==> config.mk <==
export PLATFORM = sky130hd
export DESIGN_NAME = xmodem_crc_block_receiver_unit
export DESIGN_NICKNAME = d
export VERILOG_FILES = /design/src/rtl/xmcrc_pkg.sv /design/src/rtl/xmodem_crc_block_receiver_unit.sv
export SDC_FILE = /design/constraint.sdc
export NUM_CORES = 1
export LEC_CHECK = 0
export BUFFER_PORTS_ARGS = -buffer_cell sky130_fd_sc_hd__buf_2
export CAP_MARGIN = 30
export CORE_MARGIN = 3
export CORE_UTILIZATION = 30
export DETAILED_ROUTE_END_ITERATION = 6
export PLACE_DENSITY = 0.52
export RECOVER_POWER = 25
export SLEW_MARGIN = 20
export SYNTH_ARGS = -nofsm -noshare
export SYNTH_HDL_FRONTEND = slang
export SYNTH_SLANG_ARGS = --single-unit
==> constraint.sdc <==
create_clock -name clock -period 2.35 [get_ports clock]
set_clock_uncertainty 0.1 [all_clocks]
set_input_delay 0.3525 -clock clock [delete_from_list [all_inputs] [get_ports clock]]
set_output_delay 0.3525 -clock clock [all_outputs]
set_load 0.05 [all_outputs]
==> src/rtl/xmcrc_pkg.sv <==
`timescale 1ns / 1ps
// ----------------------------------------------------------------------------
// XMODEM-CRC receiver package
// Protocol characters, packet layout constants and the CRC-16 byte update.
// ----------------------------------------------------------------------------
package xmcrc_pkg;

   localparam int BLOCK_BYTES = 128;
   localparam int DATA_OFF_W  = $clog2(BLOCK_BYTES);
   localparam int PKT_OFF_W   = 8;
   localparam int CAP_W       = 11;
   localparam int ADDR_W      = 17;
   localparam int BLK_ADDR_W  = ADDR_W - DATA_OFF_W;

   // Offsets inside a packet, counted from the first byte after SOH
   localparam logic [PKT_OFF_W-1:0] OFF_DATA_FIRST = PKT_OFF_W'(2);
   localparam logic [PKT_OFF_W-1:0] OFF_CRC_HIGH   = PKT_OFF_W'(2 + BLOCK_BYTES);

   localparam logic [7:0] CH_SOH = 8'h01;
   localparam logic [7:0] CH_EOT = 8'h04;
   localparam logic [7:0] CH_ACK = 8'h06;
   localparam logic [7:0] CH_NAK = 8'h15;

   localparam logic [15:0] CRC_POLY = 16'h1021;

   localparam logic [CAP_W-1:0] CAP_RESET = CAP_W'(256);

   localparam logic KIND_DATA  = 1'b0;
   localparam logic KIND_EVENT = 1'b1;

   // CRC-16/XMODEM, one byte, MSB first
   function automatic logic [15:0] crc_byte(input logic [15:0] crc_cur,
                                            input logic [7:0]  data);
      logic [15:0] c;
      c = crc_cur ^ {data, 8'h00};
      for (int k = 0; k < 8; k++) begin
         if (c[15]) begin
            c = {c[14:0], 1'b0} ^ CRC_POLY;
         end else begin
            c = {c[14:0], 1'b0};
         end
      end
      return c;
   endfunction

endpackage

==> src/rtl/xmodem_crc_block_receiver_unit.sv <==
`timescale 1ns / 1ps
// ----------------------------------------------------------------------------
// XMODEM-CRC block receiver
// Receiving side of XMODEM-CRC: stages data bytes with addresses, checks the
// CRC-16 and answers ACK/NAK, ends the session on EOT or a bad start byte.
// ----------------------------------------------------------------------------
// Feed received serial bytes one beat at a time on the req_ channel. While
// waiting for a frame, SOH opens a 132-byte packet (two block-number bytes
// that are not checked, 128 data bytes, CRC high, CRC low). Each data byte
// comes out on rsp_ as a staged write (tuser 0) with its target address,
// blocks accepted times 128 plus offset. After the CRC low byte one event beat
// (tuser 1) carries ACK with commit_block set when the CRC matches and the
// store still has room (blocks accepted below csr capacity), else NAK. EOT
// answers ACK and ends the session; any other start byte ends it with
// end_status 1 and no reply. Once the session ends, all bytes are dropped
// until reset. Block-number and CRC-high bytes produce no beat. Timing: every
// byte passes an input register and the CRC/decode logic into the output
// register, and one byte is taken every cycle as long as rsp_tready keeps the
// output register draining. Write csr_wr_data (block capacity, reset 256) only
// while no traffic is in flight; a new value applies at the next packet reply.
// ----------------------------------------------------------------------------
module xmodem_crc_block_receiver_unit import xmcrc_pkg::*; (
   input  logic             clock,
   input  logic             reset,
   // input byte stream
   input  logic             req_tvalid,
   output logic             req_tready,
   input  logic [7:0]       req_tdata,    // [7:0] rx_byte
   // result stream
   output logic             rsp_tvalid,
   input  logic             rsp_tready,
   output logic [31:0]      rsp_tdata,    // [7:0] out_byte, [24:8] byte_address,
                                          // [25] commit_block, [26] reply_valid,
                                          // [27] session_end, [28] end_status
   output logic [0:0]       rsp_tuser,    // [0] out_kind
   // configuration
   input  logic             csr_wr_en,
   input  logic [CAP_W-1:0] csr_wr_data   // capacity_blocks
);

   // Configuration register
   logic [CAP_W-1:0] capacity_ff;

   // Input register
   logic       in_valid_ff;
   logic [7:0] in_byte_ff;

   // Receiver state
   logic                 in_packet_ff,  in_packet_in;
   logic                 sess_done_ff,  sess_done_in;
   logic [PKT_OFF_W-1:0] pkt_off_ff,    pkt_off_in;
   logic [15:0]          crc_ff,        crc_in;
   logic [7:0]           crc_high_ff,   crc_high_in;
   logic [CAP_W-1:0]     blocks_ff,     blocks_in;

   // Output register
   logic              rsp_valid_ff, rsp_valid_in;
   logic              rsp_kind_ff,  rsp_kind_in;
   logic [7:0]        rsp_byte_ff,  rsp_byte_in;
   logic [ADDR_W-1:0] rsp_addr_ff,  rsp_addr_in;
   logic              rsp_commit_ff, rsp_commit_in;
   logic              rsp_reply_ff,  rsp_reply_in;
   logic              rsp_end_ff,    rsp_end_in;
   logic              rsp_status_ff, rsp_status_in;

   logic                  out_free;
   logic                  proc_fire;
   logic                  req_fire;
   logic [PKT_OFF_W-1:0]  data_off;
   logic [15:0]           crc_got;

   // Output register can load when empty or being drained this cycle
   assign out_free   = !rsp_valid_ff || rsp_tready;
   assign proc_fire  = in_valid_ff && out_free;
   assign req_tready = !in_valid_ff || proc_fire;
   assign req_fire   = req_tvalid && req_tready;

   assign data_off = pkt_off_ff - OFF_DATA_FIRST;
   assign crc_got  = {crc_high_ff, in_byte_ff};

   always_comb begin
      in_packet_in  = in_packet_ff;
      sess_done_in  = sess_done_ff;
      pkt_off_in    = pkt_off_ff;
      crc_in        = crc_ff;
      crc_high_in   = crc_high_ff;
      blocks_in     = blocks_ff;

      rsp_valid_in  = 1'b0;
      rsp_kind_in   = KIND_DATA;
      rsp_byte_in   = 8'h00;
      rsp_addr_in   = '0;
      rsp_commit_in = 1'b0;
      rsp_reply_in  = 1'b0;
      rsp_end_in    = 1'b0;
      rsp_status_in = 1'b0;

      if (sess_done_ff) begin
         // drop everything until reset
      end else if (!in_packet_ff) begin
         if (in_byte_ff == CH_SOH) begin
            in_packet_in = 1'b1;
            pkt_off_in   = '0;
            crc_in       = '0;
            crc_high_in  = '0;
         end else begin
            sess_done_in = 1'b1;
            rsp_valid_in = 1'b1;
            rsp_kind_in  = KIND_EVENT;
            rsp_end_in   = 1'b1;
            if (in_byte_ff == CH_EOT) begin
               rsp_byte_in  = CH_ACK;
               rsp_reply_in = 1'b1;
            end else begin
               rsp_status_in = 1'b1;
            end
         end
      end else begin
         pkt_off_in = pkt_off_ff + PKT_OFF_W'(1);
         if (pkt_off_ff < OFF_DATA_FIRST) begin
            // block number bytes: skip
         end else if (pkt_off_ff < OFF_CRC_HIGH) begin
            crc_in       = crc_byte(crc_ff, in_byte_ff);
            rsp_valid_in = 1'b1;
            rsp_byte_in  = in_byte_ff;
            rsp_addr_in  = {blocks_ff[BLK_ADDR_W-1:0], data_off[DATA_OFF_W-1:0]};
         end else if (pkt_off_ff == OFF_CRC_HIGH) begin
            crc_high_in = in_byte_ff;
         end else begin
            in_packet_in = 1'b0;
            pkt_off_in   = '0;
            rsp_valid_in = 1'b1;
            rsp_kind_in  = KIND_EVENT;
            rsp_reply_in = 1'b1;
            if ((crc_got == crc_ff) && (blocks_ff < capacity_ff)) begin
               blocks_in     = blocks_ff + CAP_W'(1);
               rsp_byte_in   = CH_ACK;
               rsp_commit_in = 1'b1;
            end else begin
               rsp_byte_in = CH_NAK;
            end
         end
      end
   end

   // Control state
   always_ff @(posedge clock) begin
      if (reset) begin
         capacity_ff  <= CAP_RESET;
         in_valid_ff  <= 1'b0;
         in_packet_ff <= 1'b0;
         sess_done_ff <= 1'b0;
         pkt_off_ff   <= '0;
         crc_ff       <= '0;
         crc_high_ff  <= '0;
         blocks_ff    <= '0;
         rsp_valid_ff <= 1'b0;
      end else begin
         if (csr_wr_en) begin
            capacity_ff <= csr_wr_data;
         end
         if (req_fire) begin
            in_valid_ff <= 1'b1;
         end else if (proc_fire) begin
            in_valid_ff <= 1'b0;
         end
         if (proc_fire) begin
            in_packet_ff <= in_packet_in;
            sess_done_ff <= sess_done_in;
            pkt_off_ff   <= pkt_off_in;
            crc_ff       <= crc_in;
            crc_high_ff  <= crc_high_in;
            blocks_ff    <= blocks_in;
         end
         if (out_free) begin
            rsp_valid_ff <= proc_fire && rsp_valid_in;
         end
      end
   end

   // Payload registers: hold until the next load
   always_ff @(posedge clock) begin
      if (req_fire) begin
         in_byte_ff <= req_tdata;
      end
      if (proc_fire) begin
         rsp_kind_ff   <= rsp_kind_in;
         rsp_byte_ff   <= rsp_byte_in;
         rsp_addr_ff   <= rsp_addr_in;
         rsp_commit_ff <= rsp_commit_in;
         rsp_reply_ff  <= rsp_reply_in;
         rsp_end_ff    <= rsp_end_in;
         rsp_status_ff <= rsp_status_in;
      end
   end

   assign rsp_tvalid = rsp_valid_ff;
   assign rsp_tuser  = rsp_kind_ff;
   assign rsp_tdata  = {3'b000, rsp_status_ff, rsp_end_ff, rsp_reply_ff,
                        rsp_commit_ff, rsp_addr_ff, rsp_byte_ff};

endmodule

==> impl_metrics.csv, run 1 <==
group,metric,value,unit
run_status,status,"complete, no violations",
setup_path,r2r_cells,7,
route,num_vias,3588,
run,maxCapViolCount,0,
yosys,synth.largest_area_cell,"dfxtp_1",
floorplanning,ios,59,
setup_path,path_max_fanout,10,
final_layout,fillers,1597,
setup_path,r2r_slack,0.06,ns
yosys,synthTopCellsByArea,"dfxtp_1 (24%), edfxtp_1 (23%), xnor2_1 (5.8%)",
setup_path,crit_required,2.48,ns
floorplanning,initial_core_util,31.4,%
cts,cts_tree,"done",
power_and_ir_drop,powerDensity,611,nW/um^2
yosys,synth_edf_count,38,
cts,insertion_delay,0.35,ns
final_layout,seqCellArea,2310,sq um
global_routing,grt_pass1_vias,3498,
global_routing,grt_start_max_net_pins,34,
timing,setup_tns,0,ns
cts,clk_pin_slew,0.07,ns
place,placedInstanceArea,5550,sq um
final_layout,multiInputGateArea,2410,sq um
place,port_buffers,55,
final_layout,nets,600,
final_layout,area_growth,21.3,%
setup_path,crit-reg2reg-launch,"blocks_ff[7]",
setup_path,timing.rr.end,"blocks_ff[4]",
timing,setup_ws,0.0649,ns
route,remaining_drc_errors,0,
power_and_ir_drop,vdd_ir_drop_max,0.488,mV
cts,clockBufferDepth,2,
yosys,syn_inst,486,
yosys,syn_area,4870,sq um
yosys,ys_seq_elements,96,
worst_hold_path,min_path_type,"in -> reg",
global_routing,grt_util_all_layers,13.1,%
setup_path,worstPathArrival,2.42,ns
timing,worst_pin_slew,0.794,ns
setup_path,critical_path_class,"reg -> reg",
timing,slew_headroom,47.1,%
place,pre_cts_slack,-0.00270,ns
yosys,synthArstFlopShare,0,%
yosys,yosys_warnings,0,
cts,htree_levels,3,
cts,cts.root.buffer_cell,"clkbuf_16",
yosys,synth_top_cell_area_share,23.8,%
final_layout,postLayoutCellArea,5910,sq um
route,wl_per_cell,14.6,um
setup_path,critPathLaunchType,"register",
floorplanning,die_y,133,um
worst_hold_path,hold_depth,1,
floorplanning,core,15500,sq um
timing,rsz0062_at_grt,"yes",
floorplanning,rows,45,
yosys,synth_cell_types,62,
route,ant_nets,0,
place,gp_congestion,0.861,
timing,maxSlewViolCount,0,
route,dr.pass1.iters,4,
cts,hold_buffers,0,
worst_hold_path,min_from,"req_tdata[0]",
timing,max_freq,438,MHz
timing,hold_violations,0,
cts,cts_made_buffers,9,
worst_hold_path,hold-path-endpoint,"in_byte_ff[0]",
yosys,synth_area_per_cell,10.0,sq um
route,drt-vias-per-instance,4.62,
floorplanning,die-area,17800,sq um
timing,setup_violations,0,
global_routing,grt_pass1_wl,18.5,mm
yosys,ys.flop_type,"dfxtp_1",
route,drtIter0Drc,221,
final_layout,drive_gt1_share,21.0,%
timing,period_share,97.2,%
power_and_ir_drop,finalPower,3610,uW
global_routing,antenna_found_initial,0,
timing,fin_crit,2.29,ns
timing,hold_ws,0.0727,ns
global_routing,grt_overflow_total,0,
place,hpwlAfterDp,8.44,mm
power_and_ir_drop,power.leakage,0.00228,uW
floorplanning,dieWidth,133,um
yosys,ys_seq_area_share,47.3,%
final_layout,diodes,0,
route,routed_wl,11.4,mm
setup_path,worst_setup_path_end_kind,"register",
cts,clock_sinks,96,
==> final cells by class <==
type	count	area share, %
multi-input combinational	344	40.8
sequential	96	39.0
timing repair buffer	92	9.57
tap	211	4.47
clock buffer	10	3.88
inverter	18	1.14
clock inverter	6	1.12
==> state kept, by name (all words and copies together) (netlist names), 8 cells and up <==
name	count
rsp_addr_ff	17
in_byte_ff	8
pkt_off_ff	8
crc_ff	16
crc_high_ff	8
rsp_byte_ff	8
capacity_ff	11
blocks_ff	11
==> report_power, final <==
| group | leakage, uW | internal, uW | switching [uW] |
|---|---|---|---|
| clock network | 0.000147 | 831 | 651 |
| registers | 0.000826 | 1770 | 26.0 |
| logic | 0.00131 | 101 | 228 |
==> cells by family after synthesis <==
kind of cell    count (synthesis)  synth area share (%)
simple gates                  202                  23.0
flops                          96                  47.3
compound gates                 57                  7.83
buf+inv                        48                  5.08
xor+xnor                       45                  8.09
mux                            21                  4.57
fa+ha+maj                      16                  4.06
other cells                     1                0.0770
==> per-layer routing <==
metal | GRT usage (%) | vias to the layer above | routed length [um]
met3 | 3.21 | 11 | 498
met2 | 18.5 | 73 | 4690
li1 | - | 1825 | -
met1 | 19.6 | 1679 | 6020
met5 | 0 | - | 0
met4 | 4.17 | 0 | 147
==> stage by stage <==
stage / utilization, % / instances
final: 38.0 / 777
after global routing: 38.0 / 777
after CTS: 37.8 / 777
after detailed placement: 35.7 / 761
after global placement: 35.7 / 761
after floorplan: - / 488
==> synth_stat cells (all sizes together), types with 2 or more instances <==
cell    count
clkbuf      7
dfxtp      58
ha         15
o21ai       5
a21o        2
buf        23
a22oi       6
nor2       54
a21oi      26
and3        4
and2       17
a22o        2
xor2       13
nor2b      14
or2         2
nor3        7
nand4       6
inv        18
nand3b      2
o211ai      2
xnor2      32
a31oi       2
nand2      46
mux2       10
a21boi      2
nor4b       4
nand3      23
edfxtp     38
nor4       12
mux2i      11
or3         2
nand4b      4
==> cell usage in the layout, fill, tap and decap left out, types with 9 or more instances in the layout <==
master,n
dfxtp_1,55
clkbuf_1,21
nor2b_1,14
a21oi_1,25
mux2i_1,11
xor2_1,13
ha_1,13
nand3_1,23
clkbuf_16,9
and2_1,17
nor2_1,54
xnor2_1,31
nand2_1,45
inv_1,18
buf_2,35
buf_4,34
edfxtp_1,38
==> worst max path at each step <==
stage | from | end | slack (ns) | depth (start not counted)
global route | blocks_ff[7] | blocks_ff[4] | -0.02 | 7
detailed placement | capacity_ff[2] | blocks_ff[10] | -0.003 | 8
floorplan | rsp_tvalid | blocks_ff[2] | 0.08 | 6
global placement | capacity_ff[2] | blocks_ff[6] | 0.07 | 8
finish | blocks_ff[7] | blocks_ff[4] | 0.06 | 7
CTS | capacity_ff[2] | blocks_ff[5] | 0.002 | 8
==> critical path: stages (launching register included) <==
cell and delay (ns):
dfxtp_1 0.40, ha_1 0.26, nand4_1 0.12, nor3_1 0.07, a2111o_1 0.47, buf_12 0.18, nor4b_2 0.22, mux2_1 0.35
==> timing repair <==
item / 4_1_cts / 5_1_grt
resized for setup: 5 / 11
setup buffers: 0 / 0
gates cloned: 0 / 0
pin swaps: 1 / 2
setup endpoints to repair: 5 / 30
Power figures use the tool's default switching activity.
==> inputs of run 2 (changes only) <==
==> constraint.sdc (replaced) <==
create_clock -name clock -period 2.35 [get_ports clock]
set_clock_uncertainty 0.1 [all_clocks]
set_input_delay 0.235 -clock clock [delete_from_list [all_inputs] [get_ports clock]]
set_output_delay 0.235 -clock clock [all_outputs]
set_load 0.05 [all_outputs]
==> run 2 against run 1 <==
  * The run now ends with negative setup slack left
  * Final area is 4.6% higher
  * Via count grew 2.0%
  * Total power increased by 1.7%
  * Cell count up 2.1%
  * Non-clock buffer count rose by 16
  * Critical path type unchanged
==> impl_metrics.csv, run 2 (synthesis gave the netlist of run 1 again) <==
group,metric,value,unit
final_layout,diodes,0,
timing,hold_violations,0,
setup_path,critPathLaunchType,"register",
run_status,status,"finished, violations left",
place,port_buffers,55,
floorplanning,die_y,133,um
floorplanning,dieWidth,133,um
cts,clk_pin_slew,0.08,ns
place,dp.cells,763,
run,maxCapViolCount,0,
timing,slew_headroom,22.5,%
setup_path,r2r_cells,7,
route,drt-vias-per-instance,4.61,
run_status,failed_checks,"negative setup slack",
cts,clock_sinks,96,
global_routing,grt_pass1_wl,18.8,mm
setup_path,crit-reg2reg-launch,"blocks_ff[2]",
setup_path,worstPathArrival,2.51,ns
global_routing,antenna_found_initial,0,
setup_path,r2r_slack,-0.006,ns
floorplanning,initial_core_util,31.4,%
power_and_ir_drop,vdd_ir_drop_max,0.422,mV
power_and_ir_drop,power.leakage,0.00244,uW
route,dr.pass1.iters,4,
timing,worst_pin_slew,1.16,ns
place,placedInstanceArea,5560,sq um
route,wl_per_cell,14.7,um
global_routing,grt_start_max_net_pins,32,
final_layout,drive_gt1_share,24.4,%
final_layout,layout_common_cells,"nor2_1 (54), dfxtp_1 (51), nand2_1 (45)",
worst_hold_path,hold_depth,3,
cts,htree_levels,3,
worst_hold_path,min_from,"csr_wr_data[8]",
place,gp_congestion,0.838,
final_layout,reg.largest.list,"rsp_addr_ff x17, crc_ff x16",
global_routing,grt_overflow_total,0,
cts,cts_made_buffers,9,
global_routing,grt_pass1_vias,3554,
power_and_ir_drop,powerDensity,594,nW/um^2
final_layout,fillers,1564,
floorplanning,core,15500,sq um
setup_path,timing.rr.end,"blocks_ff[4]",
cts,cts_tree,"done",
final_layout,largest_reg_flops,17,
timing,fin_crit,2.36,ns
floorplanning,die-area,17800,sq um
final_layout,regMostFlops,"rsp_addr_ff",
final_layout,nets,616,
timing,hold_ws,0.0108,ns
setup_path,path_max_fanout,5,
timing,rsz0062_at_grt,"yes",
floorplanning,ios,59,
place,pre_cts_slack,0.0243,ns
route,remaining_drc_errors,0,
route,num_vias,3658,
cts,cts.root.buffer_cell,"clkbuf_16",
timing,setup_ws,-0.00590,ns
worst_hold_path,min_path_type,"in -> reg",
final_layout,instances_no_fill,793,
final_layout,post-route-util,39.8,%
global_routing,grt_util_all_layers,13.2,%
setup_path,crit_required,2.51,ns
place,hpwlAfterDp,8.52,mm
timing,period_share,100,%
timing,setup_violations,1,
worst_hold_path,hold-path-endpoint,"capacity_ff[8]",
final_layout,postLayoutCellArea,6180,sq um
timing,maxSlewViolCount,0,
timing,max_freq,424,MHz
route,ant_nets,0,
cts,insertion_delay,0.36,ns
final_layout,area_growth,26.8,%
route,routed_wl,11.7,mm
setup_path,worst_setup_path_end_kind,"register",
cts,clockBufferDepth,2,
setup_path,critical_path_class,"reg -> reg",
floorplanning,rows,45,
route,drtIter0Drc,178,
final_layout,layout_commonest_cell,"nor2_1",
[run 2: what timing repair did]
action | 4_1_cts | 5_1_grt
endpoints found under the hold margin | 9 | 0
gates resized for setup | 0 | 38
endpoints found under the setup margin | 0 | 24
hold buffers | 9 | 0
buffers inserted | 0 | 4
[run 2: how the worst max path moves through the flow]
stage	slack (ns)	endpoint	cells after the start	startpoint
global placement	0.07	blocks_ff[6]	8	capacity_ff[2]
floorplan	0.08	blocks_ff[2]	6	rsp_tvalid
CTS	0.007	blocks_ff[6]	8	capacity_ff[10]
finish	-0.006	blocks_ff[4]	7	blocks_ff[2]
detailed placement	0.02	blocks_ff[4]	8	capacity_ff[10]
global route	-0.09	blocks_ff[4]	7	blocks_ff[2]
[run 2: area by class of cell]
| class | instances | area, sq um | share of cell area [%] |
|---|---|---|---|
| flip-flops and latches | 96 | 2310 | 37.4 |
| clock buffers | 9 | 225 | 3.64 |
| clock inverters | 7 | 78.8 | 1.28 |
| repair buffers | 108 | 716 | 11.6 |
| inverters | 18 | 67.6 | 1.09 |
| multi-input cells | 344 | 2510 | 40.7 |
| well taps | 211 | 264 | 4.27 |
[run 2: where the power goes]
group	switching (uW)	leakage (uW)	internal [uW]	total, uW
registers	24.4	0.000828	1770	1800
clock network	683	0.000144	838	1520
logic	235	0.00147	118	353
total	942	0.00244	2730	3670
[run 2: critical path: stages (launching register included)]
cell and delay [ns]:
dfxtp_4 0.37, ha_4 0.24, a21oi_2 0.12, o21ai_2 0.08, a2111o_1 0.52, clkbuf_16 0.22, nor4b_4 0.28, mux2_4 0.32
[run 2: per-layer routing]
layer  part of all wire, %  GRT usage [%]  vias up
li1                      -              -     1860
met1                    51           19.2     1694
met2                    42           18.5       90
met3                   5.5           4.19       14
met4                   1.4           3.94        0
met5                     0              0        -
[run 2: per-stage QoR]
| stage | TNS, ns | power [uW] |
|---|---|---|
| 2_1_floorplan | 0 | 2060 |
| 3_3_place_gp | 0 | 2160 |
| 3_5_place_dp | 0 | 2160 |
| 4_1_cts | 0 | 3690 |
| 5_1_grt | -0.507 | 3820 |
| 6_report | -0.00590 | 3670 |
==> inputs of run 3 (changes only) <==
--- a/config.mk
+++ b/config.mk
@@ -5,6 +5,7 @@
 export SDC_FILE = /design/constraint.sdc
 export NUM_CORES = 1
 export LEC_CHECK = 0
+export ABC_AREA = 1
 export BUFFER_PORTS_ARGS = -buffer_cell sky130_fd_sc_hd__buf_2
 export CAP_MARGIN = 30
 export CORE_MARGIN = 3
@@ -16,3 +17,4 @@
 export SYNTH_ARGS = -nofsm -noshare
 export SYNTH_HDL_FRONTEND = slang
 export SYNTH_SLANG_ARGS = --single-unit
+export TNS_END_PERCENT = 1
==> run 3 against run 2 <==
  * The run now ends clean
  * Register-to-register slack improved by 0.27 ns
  * Sequential power hardly changed
  * Core utilization decreased by 4.3 points
  * Die area increased by 5.2%
  * Highest routed layer unchanged
  * Count of clock-buffer cells in the layout is 5 higher
==> impl_metrics.csv, run 3 <==
group,metric,value,unit
global_routing,grt_pass1_wl,20.3,mm
setup_path,crit_required,2.42,ns
run_status,status,"complete, no violations",
setup_path,crit_start,"capacity_ff[10]",
timing,slew_headroom,47.7,%
yosys,synth_common_cells,"nand2_1 (152), nor2_1 (109), inv_1 (94)",
cts,insertion_delay,0.35,ns
place,port_buffers,55,
yosys,synth_top_cell_area_share,22.6,%
timing,hold_violations,0,
power_and_ir_drop,powerDensity,603,nW/um^2
cts,cts_tree,"done",
yosys,synth_cell_types,36,
yosys,ys.flop_type,"dfxtp_1",
floorplanning,die_y,137,um
setup_path,crit-reg2reg-launch,"capacity_ff[10]",
cts,htree_levels,3,
worst_hold_path,min_path_type,"in -> reg",
floorplanning,ios,59,
power_and_ir_drop,power.leakage,0.00256,uW
final_layout,regMostFlops,"rsp_addr_ff",
timing,maxSlewViolCount,0,
final_layout,drive_gt1_share,10.7,%
place,hpwlAfterDp,9.09,mm
yosys,synth.largest_area_cell,"dfxtp_1",
setup_path,critPathLaunchType,"register",
global_routing,grt_overflow_total,0,
cts,clock_sinks,96,
final_layout,layout_common_cells,"nand2_1 (152), nor2_1 (109), inv_1 (94)",
floorplanning,die-area,18700,sq um
setup_path,r2r_cells,10,
route,dr.pass1.iters,4,
timing,fin_crit,2.09,ns
setup_path,path_max_fanout,13,
final_layout,reg.largest.list,"rsp_addr_ff x17, crc_ff x16",
cts,cts.root.buffer_cell,"clkbuf_16",
route,ant_nets,0,
timing,setup_tns,0,ns
yosys,yosys_warnings,0,
route,wl_per_cell,12.8,um
cts,clockBufferDepth,2,
global_routing,grt_start_max_net_pins,37,
final_layout,diodes,0,
route,num_vias,4173,
route,drtIter0Drc,254,
floorplanning,initial_core_util,30.8,%
yosys,synth_area_per_cell,7.58,sq um
final_layout,area_growth,15.2,%
floorplanning,core,16700,sq um
route,routed_wl,12.3,mm
timing,period_share,89.0,%
floorplanning,dieWidth,137,um
final_layout,nets,779,
yosys,ys_seq_elements,96,
floorplanning,rows,47,
setup_path,worstPathArrival,2.16,ns
power_and_ir_drop,vdd_ir_drop_max,0.373,mV
yosys,synthTopCellsByArea,"dfxtp_1 (23%), edfxtp_1 (22%), nand2_1 (11%)",
setup_path,critical_path_class,"reg -> reg",
timing,max_freq,478,MHz
yosys,ys_seq_area_share,44.8,%
setup_path,worst_setup_path_end_kind,"register",
yosys,synthArstFlopShare,0,%
place,dp.cells,941,
cts,clk_pin_slew,0.06,ns
route,drt-vias-per-instance,4.32,
timing,setup_violations,0,
global_routing,antenna_found_initial,0,
global_routing,grt_pass1_vias,4079,
cts,cts_made_buffers,9,
yosys,syn_area,5140,sq um
worst_hold_path,min_from,"csr_wr_data[0]",
worst_hold_path,hold_depth,3,
yosys,yosysMostFrequentCell,"nand2_1",
yosys,synth_edf_count,38,
run,maxCapViolCount,0,
timing,rsz0062_at_grt,"no",
timing,worst_pin_slew,0.785,ns
final_layout,largest_reg_flops,17,
final_layout,layout_commonest_cell,"nand2_1",
route,remaining_drc_errors,0,
final_layout,fillers,1803,
global_routing,grt_util_all_layers,14.0,%
final_layout,instances_no_fill,965,
yosys,syn_inst,678,
place,gp_congestion,0.863,
[run 3: cell count changes after synthesis, moves of 14 or more]
cell,previous run,this run
nand2_1,46,152
inv_1,18,94
nor2_1,54,109
o21ai_0,3,42
xnor2_1,32,14
a21oi_1,26,41
and2_1,17,2
nor2b_1,14,0
[run 3: cell families after synthesis]
logic type / after synthesis / synth area share [%]
and+or+nand+nor: 323 / 27.4
buffers and inverters: 125 / 10.5
AOI/OAI and AO/OA: 97 / 10.0
DFF: 96 / 44.8
xor gates and xnor gates: 21 / 3.58
adders and majority gates: 15 / 3.65
other: 1 / 0.0730
[run 3: stage by stage]
step / total power, uW / setup WS [ns] / area (sq um) / utilization, % / hold slack [ns]
after global placement: 2290 / 0.177 / 5610 / 33.6 / 0.317
after CTS: 3630 / 0.226 / 5950 / 35.6 / 0.0305
after global routing: 3730 / 0.0428 / 5920 / 35.5 / 0.0550
final: 3570 / 0.259 / 5920 / 35.5 / 0.0379
after detailed placement: 2290 / 0.244 / 5610 / 33.6 / 0.313
after floorplan: 2180 / 0.0460 / 5150 / - / 0.234
[run 3: timing repair]
item,in CTS,in global routing
resized for setup,0,1
hold buffers,8,0
setup buffers,0,0
endpoints found under the hold margin,8,0
endpoints found under the setup margin,0,2
[run 3: layout make-up]
class	count	area (sq um)	area share [%]
clock buffer	14	244	4.12
inverter	100	375	6.34
timing repair buffer	74	404	6.82
tap	220	275	4.65
multi-input combinational	459	2310	39.0
clock inverter	2	10.0	0.169
sequential	96	2300	38.9
[run 3: final timing paths]
path                    endpoint  slack (ns)
setup / recovery  rsp_byte_ff[1]        0.26
setup reg to reg  rsp_byte_ff[1]        0.26
hold / removal    capacity_ff[0]        0.04
hold reg to reg   capacity_ff[6]        0.37
[run 3: metal layers]
metal	track usage, %	wire, um	vias up
li1	-	-	2264
met1	18.6	6120	1825
met2	22.5	5380	70
met3	2.21	553	14
met4	6.04	246	0
met5	0	0	-
[run 3: where the power goes]
part / switching, uW / internal [uW]
clock: 604 / 717
sequential: 33.3 / 1790
combinational: 304 / 126
total: 940 / 2630
[run 3: critical path, cell delays in order, from the launching register on]
cell and delay [ns]:
dfxtp_1 0.31, inv_1 0.05, ha_1 0.30, a21oi_1 0.25
nand3_1 0.11, nor2_1 0.16, nand2_1 0.10, nor2_2 0.08
buf_4 0.19, nand2_1 0.13, o211ai_1 0.14
